**src/design/nmea_chk_pkg.sv**
```systemverilog
// ----------------------------------------------------------------------------
// nmea_chk_pkg
// Shared constants, types and helper functions for the NMEA sentence checker.
// ----------------------------------------------------------------------------
package nmea_chk_pkg;

    localparam int ByteW   = 8;
    localparam int PhaseW  = 2;
    localparam int KindW   = 2;
    localparam int PosW    = 3;
    localparam int NumIds  = 3;
    localparam int IdLen   = 5;
    localparam int TdataW  = 24;

    localparam logic [PhaseW-1:0] PH_IDLE = 2'd0;
    localparam logic [PhaseW-1:0] PH_BODY = 2'd1;
    localparam logic [PhaseW-1:0] PH_HIGH = 2'd2;
    localparam logic [PhaseW-1:0] PH_LOW  = 2'd3;

    localparam logic [KindW-1:0] KIND_OTHER = 2'd0;
    localparam logic [KindW-1:0] KIND_GNGGA = 2'd1;
    localparam logic [KindW-1:0] KIND_GNGSA = 2'd2;
    localparam logic [KindW-1:0] KIND_GNRMC = 2'd3;

    localparam logic [ByteW-1:0] CH_DOLLAR = 8'h24;
    localparam logic [ByteW-1:0] CH_STAR   = 8'h2A;
    localparam logic [ByteW-1:0] CH_COMMA  = 8'h2C;
    localparam logic [ByteW-1:0] CH_ZERO   = 8'h30;
    localparam logic [ByteW-1:0] CH_NINE   = 8'h39;
    localparam logic [ByteW-1:0] CH_UPPER_A = 8'h41;
    localparam logic [ByteW-1:0] CH_UPPER_F = 8'h46;

    localparam logic [IdLen*ByteW-1:0] ID_GNGGA = "GNGGA";
    localparam logic [IdLen*ByteW-1:0] ID_GNGSA = "GNGSA";
    localparam logic [IdLen*ByteW-1:0] ID_GNRMC = "GNRMC";

    typedef struct packed {
        logic              checksum_ok;
        logic [KindW-1:0]  sentence_kind;
        logic [ByteW-1:0]  computed_checksum;
        logic [ByteW-1:0]  received_checksum;
        logic              digits_valid;
    } result_t;

    typedef struct packed {
        logic       bad;
        logic [3:0] value;
    } hex_t;

    function automatic hex_t hex_decode(input logic [ByteW-1:0] c);
        hex_t h;
        h.bad   = 1'b0;
        h.value = 4'd0;
        if (c >= CH_ZERO && c <= CH_NINE) begin
            h.value = 4'(c - CH_ZERO);
        end else if (c >= CH_UPPER_A && c <= CH_UPPER_F) begin
            h.value = 4'(c - CH_UPPER_A + 8'd10);
        end else begin
            h.bad = 1'b1;
        end
        return h;
    endfunction

    // character at position pos of a five-character name, first character first
    function automatic logic [ByteW-1:0] id_char(input logic [IdLen*ByteW-1:0] name,
                                                 input logic [PosW-1:0] pos);
        logic [ByteW-1:0] ch;
        ch = 8'd0;
        unique case (pos)
            3'd0:    ch = name[39:32];
            3'd1:    ch = name[31:24];
            3'd2:    ch = name[23:16];
            3'd3:    ch = name[15:8];
            3'd4:    ch = name[7:0];
            default: ch = 8'd0;
        endcase
        return ch;
    endfunction

endpackage

```
**src/design/nmea_sentence_checker_top.sv**
```systemverilog
// ----------------------------------------------------------------------------
// nmea_sentence_checker_top
// Checks NMEA 0183 sentence checksums and names the sentence type.
// ----------------------------------------------------------------------------
// Usage:
//   s_ channel carries one received character per transaction in s_tdata.
//   A '$' opens a sentence (also in mid-sentence, restarting it); the XOR of
//   the characters up to '*' is compared to the two hex digits after it.
//   The m_ channel gives one result transaction per sentence, on the second
//   checksum digit; other characters give no result.
//   The result is registered when the second digit is accepted, in the skid
//   register if the output one waits. Throughput: one character every cycle
//   while s_tready is high, set by the single registered frame state update.
//   The result sits in an output register backed by one skid register, so
//   a character is still taken while a result waits; s_tready is low while
//   the skid register holds a result, which needs a second result to arrive
//   while the output register waits on m_tready.
//   Reset (aresetn low, synchronous) returns the block to idle, waiting for
//   '$', and empties the output and skid registers.
// ----------------------------------------------------------------------------
module nmea_sentence_checker_top (
    input  logic        aclk,
    input  logic        aresetn,
    input  logic        s_tvalid,
    output logic        s_tready,
    input  logic [7:0]  s_tdata,   // rx_byte
    output logic        m_tvalid,
    input  logic        m_tready,
    output logic [23:0] m_tdata,   // checksum_ok, computed_checksum, received_checksum,
                                   // digits_valid, zero fill
    output logic [1:0]  m_tuser    // sentence_kind
);

    localparam int ByteW  = nmea_chk_pkg::ByteW;
    localparam int PhaseW = nmea_chk_pkg::PhaseW;
    localparam int PosW   = nmea_chk_pkg::PosW;
    localparam int NumIds = nmea_chk_pkg::NumIds;

    logic [PhaseW-1:0] phase_reg, phase_next;
    logic [ByteW-1:0]  xor_reg, xor_next;
    logic [3:0]        high_reg, high_next;
    logic              high_bad_reg, high_bad_next;
    logic [PosW-1:0]   pos_reg, pos_next;
    logic [NumIds-1:0] match_reg, match_next;
    logic              closed_reg, closed_next;

    nmea_chk_pkg::result_t res_comb, out_reg, skid_reg;
    logic out_valid_reg, skid_valid_reg;
    logic res_fire;

    logic [ByteW-1:0]   c;
    logic               accept;
    nmea_chk_pkg::hex_t hex;
    logic [ByteW-1:0]   recv;
    logic               valid;

    assign c      = s_tdata;
    assign accept = s_tvalid && s_tready;
    assign hex    = nmea_chk_pkg::hex_decode(c);
    assign recv   = {high_reg, hex.value};
    assign valid  = !(high_bad_reg || hex.bad);

    always_comb begin
        phase_next    = phase_reg;
        xor_next      = xor_reg;
        high_next     = high_reg;
        high_bad_next = high_bad_reg;
        pos_next      = pos_reg;
        match_next    = match_reg;
        closed_next   = closed_reg;
        res_fire      = 1'b0;

        res_comb.checksum_ok       = valid && (recv == xor_reg);
        res_comb.computed_checksum = xor_reg;
        res_comb.received_checksum = recv;
        res_comb.digits_valid      = valid;
        res_comb.sentence_kind     = nmea_chk_pkg::KIND_OTHER;
        if (closed_reg) begin
            priority if (match_reg[0]) begin
                res_comb.sentence_kind = nmea_chk_pkg::KIND_GNGGA;
            end else if (match_reg[1]) begin
                res_comb.sentence_kind = nmea_chk_pkg::KIND_GNGSA;
            end else if (match_reg[2]) begin
                res_comb.sentence_kind = nmea_chk_pkg::KIND_GNRMC;
            end else begin
                res_comb.sentence_kind = nmea_chk_pkg::KIND_OTHER;
            end
        end

        if (accept) begin
            if (c == nmea_chk_pkg::CH_DOLLAR) begin
                phase_next    = nmea_chk_pkg::PH_BODY;
                xor_next      = '0;
                high_next     = '0;
                high_bad_next = 1'b0;
                pos_next      = '0;
                match_next    = '1;
                closed_next   = 1'b0;
            end else begin
                unique case (phase_reg)
                    nmea_chk_pkg::PH_IDLE: begin
                    end
                    nmea_chk_pkg::PH_BODY: begin
                        if (c == nmea_chk_pkg::CH_STAR) begin
                            phase_next = nmea_chk_pkg::PH_HIGH;
                        end else begin
                            xor_next = xor_reg ^ c;
                            if (!closed_reg) begin
                                if (c == nmea_chk_pkg::CH_COMMA) begin
                                    closed_next = 1'b1;
                                    if (pos_reg != PosW'(nmea_chk_pkg::IdLen)) begin
                                        match_next = '0;
                                    end
                                end else if (pos_reg < PosW'(nmea_chk_pkg::IdLen)) begin
                                    if (nmea_chk_pkg::id_char(nmea_chk_pkg::ID_GNGGA,
                                                              pos_reg) != c) begin
                                        match_next[0] = 1'b0;
                                    end
                                    if (nmea_chk_pkg::id_char(nmea_chk_pkg::ID_GNGSA,
                                                              pos_reg) != c) begin
                                        match_next[1] = 1'b0;
                                    end
                                    if (nmea_chk_pkg::id_char(nmea_chk_pkg::ID_GNRMC,
                                                              pos_reg) != c) begin
                                        match_next[2] = 1'b0;
                                    end
                                    pos_next = pos_reg + 1'b1;
                                end else begin
                                    match_next = '0;
                                end
                            end
                        end
                    end
                    nmea_chk_pkg::PH_HIGH: begin
                        high_next     = hex.value;
                        high_bad_next = hex.bad;
                        phase_next    = nmea_chk_pkg::PH_LOW;
                    end
                    nmea_chk_pkg::PH_LOW: begin
                        res_fire   = 1'b1;
                        phase_next = nmea_chk_pkg::PH_IDLE;
                    end
                    default: begin
                    end
                endcase
            end
        end
    end

    always_ff @(posedge aclk) begin
        if (!aresetn) begin
            phase_reg    <= nmea_chk_pkg::PH_IDLE;
            xor_reg      <= '0;
            high_reg     <= '0;
            high_bad_reg <= 1'b0;
            pos_reg      <= '0;
            match_reg    <= '1;
            closed_reg   <= 1'b0;
        end else begin
            phase_reg    <= phase_next;
            xor_reg      <= xor_next;
            high_reg     <= high_next;
            high_bad_reg <= high_bad_next;
            pos_reg      <= pos_next;
            match_reg    <= match_next;
            closed_reg   <= closed_next;
        end
    end

    // output register with one skid entry
    logic out_free;
    assign out_free = !out_valid_reg || m_tready;

    always_ff @(posedge aclk) begin
        if (!aresetn) begin
            out_valid_reg  <= 1'b0;
            skid_valid_reg <= 1'b0;
        end else begin
            if (out_free) begin
                if (skid_valid_reg) begin
                    out_valid_reg  <= 1'b1;
                    skid_valid_reg <= res_fire;
                end else begin
                    out_valid_reg <= res_fire;
                end
            end else if (res_fire) begin
                skid_valid_reg <= 1'b1;
            end
        end
    end

    always_ff @(posedge aclk) begin
        if (out_free) begin
            if (skid_valid_reg) begin
                out_reg <= skid_reg;
                if (res_fire) begin
                    skid_reg <= res_comb;
                end
            end else if (res_fire) begin
                out_reg <= res_comb;
            end
        end else if (res_fire) begin
            skid_reg <= res_comb;
        end
    end

    assign s_tready = !skid_valid_reg;
    assign m_tvalid = out_valid_reg;
    assign m_tuser  = out_reg.sentence_kind;
    assign m_tdata  = {6'd0,
                       out_reg.digits_valid,
                       out_reg.received_checksum,
                       out_reg.computed_checksum,
                       out_reg.checksum_ok};

endmodule

```
**config.mk**
```make
export PLATFORM = sky130hd
export DESIGN_NAME = nmea_sentence_checker_top
export DESIGN_NICKNAME = d
export VERILOG_FILES = /design/src/design/nmea_chk_pkg.sv /design/src/design/nmea_sentence_checker_top.sv
export SDC_FILE = /design/constraint.sdc
export NUM_CORES = 1
export LEC_CHECK = 0
export BUFFER_PORTS_ARGS = -buffer_cell sky130_fd_sc_hd__buf_2
export CORE_ASPECT_RATIO = 1.2
export CORE_MARGIN = 4
export CORE_UTILIZATION = 42
export DETAILED_ROUTE_END_ITERATION = 10
export SLEW_MARGIN = 0
export SYNTH_ARGS = -nofsm -noshare
export SYNTH_HDL_FRONTEND = slang
export SYNTH_SLANG_ARGS = --single-unit
export TNS_END_PERCENT = 50
```
**constraint.sdc**
```tcl
create_clock -name aclk -period 3.7 [get_ports aclk]
set_clock_uncertainty 0.2 [all_clocks]
set_input_delay 0.555 -clock aclk [delete_from_list [all_inputs] [get_ports aclk]]
set_output_delay 0.555 -clock aclk [all_outputs]
set_load 0.005 [all_outputs]
```
== Word-level counts from Yosys, hierarchy flattened ==
Index checks and enable logic that the tools add are counted.

* Input bits: 12
* Register bits: 64
* Logic and storage cells: 156
* Output and inout port bits: 28
* Memories: 0
* RAM bits: 0
* Latch bits: 0
* Bits in read-only memories: 0

* Shift-type cells: 0
* Order comparisons: 5
* Eq/ne operators: 24
* Bitwise logic cells: 1
* Reductions and logical operators: 26
* Divide/modulo/power cells: 0
* Multiplexer cells: 75
* $add $sub $neg: 4
* $mul: 0

{| class="wikitable"
|+ Operator list
! cell !! count
|-
| two-way mux 8 bit || 24
|-
| two-way mux 20 bit || 5
|-
| two-way mux 3 bit || 13
|-
| case mux 7 bit (5 select lines) || 1
|-
| case mux 7 bit (4 select lines) || 1
|-
| == test 8 x 6 -> 1 bit (second input constant) || 3
|-
| inequality test 8 bit || 3
|-
| AND reduction 6 bit || 4
|-
| case mux 7 bit (3 select lines) || 1
|-
| two-way mux 1 bit || 19
|-
| two-way mux 4 bit || 4
|-
| two-way mux 2 bit || 6
|-
| inequality test 4 x 3 -> 1 bit (second input constant) || 3
|-
| nonzero test 2 bit || 5
|-
| == test 8 bit || 1
|-
| greater-or-equal comparator 8 x 6 -> 1 bit (second input constant) || 1
|-
| greater-or-equal comparator 8 x 7 -> 1 bit (second input constant) || 1
|-
| less-or-equal comparator 8 x 6 -> 1 bit (second input constant) || 1
|-
| less-or-equal comparator 8 x 7 -> 1 bit (second input constant) || 1
|-
| subtractor 4 x 1 -> 4 bit (second input constant) || 2
|-
| bitwise XOR 8 bit || 1
|-
| == test 3 x 2 -> 1 bit (second input constant) || 2
|-
| inequality test 2 bit (second input constant) || 3
|-
| inequality test 3 bit (second input constant) || 2
|-
| 19 further kinds || 28
|}

== Longest topological paths before layout ==
* Depth in word-level cells: 18
* Depth in mapped cells: 9
* Mapped depth without buffers: 7

== Least setup slack after synthesis ==
Ideal clock, no wire load.

* Path type: input port to flip-flop
* Start: in s_tdata[0]
* End: reg out_reg, in the netlist m_tdata[0], enable pin
* Required time: 3.103 ns
* Arrival time: 2.368 ns
* Library setup time: 0.397 ns
* Path slack: 0.735 ns
* Buffers on the path: 1
* Stages on the path: 7
* Path through: inv_1 > ha_1 > buf_2 > and3_1 > nor2_1 > a31oi_1 > nor2_1

* Longest elaborated chain between the ends: 5

{| class="wikitable"
|+ Ends and longest elaborated chain
! element !! RTL line !! RTL
|-
| start: declaration || nmea_sentence_checker_top.sv:26 || <nowiki>input logic [7:0] s_tdata,</nowiki>
|-
| == test 8 x 6 -> 1 bit || nmea_sentence_checker_top.sv:91 || <nowiki>if (c == nmea_chk_pkg::CH_DOLLAR) begin</nowiki>
|-
| two-way mux 1 bit || nmea_sentence_checker_top.sv:91 ||
|-
| two-way mux 1 bit || nmea_sentence_checker_top.sv:90 || <nowiki>if (accept) begin</nowiki>
|-
| nonzero test 2 bit (no source line) || - ||
|-
| AND reduction 2 bit (no source line) || - ||
|-
| end signal: assignment || nmea_sentence_checker_top.sv:195 || <nowiki>out_reg <= skid_reg;</nowiki>
|-
| end signal: assignment || nmea_sentence_checker_top.sv:200 || <nowiki>out_reg <= res_comb;</nowiki>
|-
| end: declaration || nmea_sentence_checker_top.sv:47 || <nowiki>nmea_chk_pkg::result_t res_comb, out_reg, skid_reg;</nowiki>
|}

No other way between the ends.
A chain may end at the register's enable or synchronous reset.

==> flow_metrics.tcl <==
set metrics [dict create \
    path_delay_family "simple AND/OR/NAND/NOR gates" \
    grt_pass1_wl_um 10700 \
    synth_top_family_by_area "simple AND/OR/NAND/NOR gates" \
    stdcell_count 412 \
    routedWlPerCell_um 16.2 \
    dpl.hpwl_um 4810 \
    viasPerCell 5.33 \
    synth-compound-area-share 0.117 \
    synth_edf_count 40 \
    drive_gt1_frac 0.247 \
    synth_mux_area_frac 0.0802 \
    final.setup.tns_ns 0 \
    fill_cells 697 \
    syn_area_sq_mm 0.00329 \
    via_count 2198 \
    relSlewSlack 0.568 \
    place_inst 396 \
    antenna_cells 0 \
    yosys_most_used_dff "edfxtp_1" \
    slowest_delay_ns 0.45 \
    syn_inst 280 \
    port_buffers 33 \
    worstPathMaxFanout 11 \
    synth.distinct_cells 64 \
    root_buffer "clkbuf_8" \
    synthAdderAreaFrac 0.0342 \
    rrSetupSlack_ns 1.25 \
    critPathKind "primary input to flip-flop" \
    ys_warn_count 0 \
    antenna_found_initial 0 \
    p_total_mw 1.45 \
    track_usage 0.150 \
    worstPathRequired_ns 3.64 \
    final_common_cell "edfxtp_1" \
    htreeDepth 3 \
    grt.overflow.total 0 \
    cts_buffers 9 \
    async_flop_share 0 \
    drtIter0Drc 80 \
    chipHeight_um 105 \
    synth-simple-area-share 0.151 \
    cts_resized 0 \
    routed_wirelength_um 6670 \
    critPathCaptureType "flip-flop" \
    num_rows 35 \
    period_minus_slack_ns 2.65 \
    clock_latency_ns 0.33 \
    largest_reg_flops 20 \
    crit_arrival_ns 2.59 \
    antenna_left 0 \
    grt_max_degree 19 \
    finalWeightedCongestion 0.892 \
    ios 40 \
    critical_path.cell_chain "buf_2 > inv_1 > ha_1 > or3b_1 > nand4_2 > o22ai_1 > xor2_1 > o41ai_1" \
    tightest_slew_ns 0.645 \
    yosysSeqAreaShare 0.511 \
    cts.path.max_buffers 2 \
    ys_ff_latch 64 \
    seqCellArea_sq_mm 0.00168 \
    critical_path.n_buffers_inverters 2 \
    irDropWorstVdd_mv 0.202 \
    core-area_sq_mm 0.00766 \
    layout_common_cells "40 x edfxtp_1, 33 x buf_2, 24 x dfxtp_1" \
    start_kind "primary input" \
    avgSynthCellArea_sq_um 11.8 \
    final.period_utilization 0.716 \
    rsz0062_at_grt "no" \
    leakage_nw 1.46 \
    start_util 0.430 \
    hold_viol_final 0 \
    status "finished clean" \
    max_freq_ghz 0.378 \
    cts.sinks 64 \
    setup_viol 0 \
    cellPowerDensity_mw_per_mm2 389 \
    drt-pass1-iter-count 4 \
    cpMaxStageDelayCell "ha_1" \
    postCtsSetupRepairBufs 0 \
    place_ws_ns 0.727 \
    cts_tree "built" \
    min_path_type "flip-flop to flip-flop" \
    slew_violations 0 \
    maxCapViolCount 0 \
    die-area_sq_mm 0.00932 \
    drt_drc_violations_left 0 \
    grt_pass1_vias 2151 \
    multi_input_area_sq_mm 0.00148 \
    syn2layout_area_growth_pct 12.8 \
    hold_buffers 0 \
    final_net_count 336 \
    synth_xor_area_frac 0.0612 \
    finalWorstSetupSlack_ns 1.05 \
    clkTransAtPathRegs_ns 0.07 \
    timing.hold.ws_ns 0.253 \
    die_width_um 88.8 \
]
## Yosys cell counts, drive strengths merged (3+ instances only)
cell,number,area (sq um)
nor2,15,56.3
mux2i,5,50.1
or3b,3,26.3
edfxtp,40,1200
a21boi,4,30.0
inv,10,37.5
mux2,19,214
nor3b,5,37.5
nand3,4,20.0
xor2,9,78.8
ha,9,113
a21oi,3,18.8
o22ai,3,18.8
xnor2,14,123
and3,3,18.8
nor4,4,25.0
buf,13,91.3
clkbuf,5,18.8
a31oi,4,40.0
nor2b,18,113
o21ai,8,40.0
a22oi,5,37.5
nor3,9,45.0
dfxtp,24,480
nand2,7,26.3
## metal layers
layer	vias up	global-route usage	wire length, um
met3	5	0.0426	285
met1	1044	0.192	3100
li1	1099	-	-
met4	0	0.0518	68
met2	50	0.240	3220
met5	-	0	0
## area by class of cell
type	count	area share
clock buffers	11	0.0354
clock inverters	5	0.0195
inverters	10	0.0101
multi-input cells	193	0.399
flip-flops and latches	64	0.453
well taps	92	0.0310
repair buffers	37	0.0525
## worst register-to-register path, delay by kind of cell, from the launching register on
family / cells / cell delay [ns]
AO/OA/AOI/OAI: 3 / 0.75
flip-flops: 1 / 0.50
AND/OR/NAND/NOR: 2 / 0.44
adder cells (fa/ha/maj): 1 / 0.32
buffers and inverters: 1 / 0.13
## logic make-up (layout without fill, tap and decap cells)
family,Yosys count,in the layout
compound gates,49,49
xor+xnor,23,23
fa+ha+maj,9,9
buf+inv,28,63
flops,64,64
mux,24,24
other cells,1,6
simple gates,82,82
## path summary, 6_finish.rpt
path | start | to | depth (start not counted)
min reg2reg | match_reg[0] | match_reg[0] | 1
min | match_reg[0] | match_reg[0] | 1
max reg2reg | pos_reg[1] | match_reg[2] | 7
max | s_tdata[0] | m_tdata[0] | 8
## power breakdown
part           total (mW)  internal (mW)  switching (mW)
Clock               0.632          0.374           0.257
Sequential          0.751          0.750        0.000509
Combinational      0.0642         0.0236          0.0406
Total                1.45           1.15           0.298
## through the flow
| stage | instance area (sq um) | utilization |
|---|---|---|
| 2_1_floorplan | 3310 | - |
| 4_1_cts | 3710 | 0.485 |
| 5_1_grt | 3710 | 0.485 |
| 6_report | 3710 | 0.485 |
| 3_5_place_dp | 3510 | 0.458 |
| 3_3_place_gp | 3510 | 0.458 |
Power figures use the tool's default switching activity.
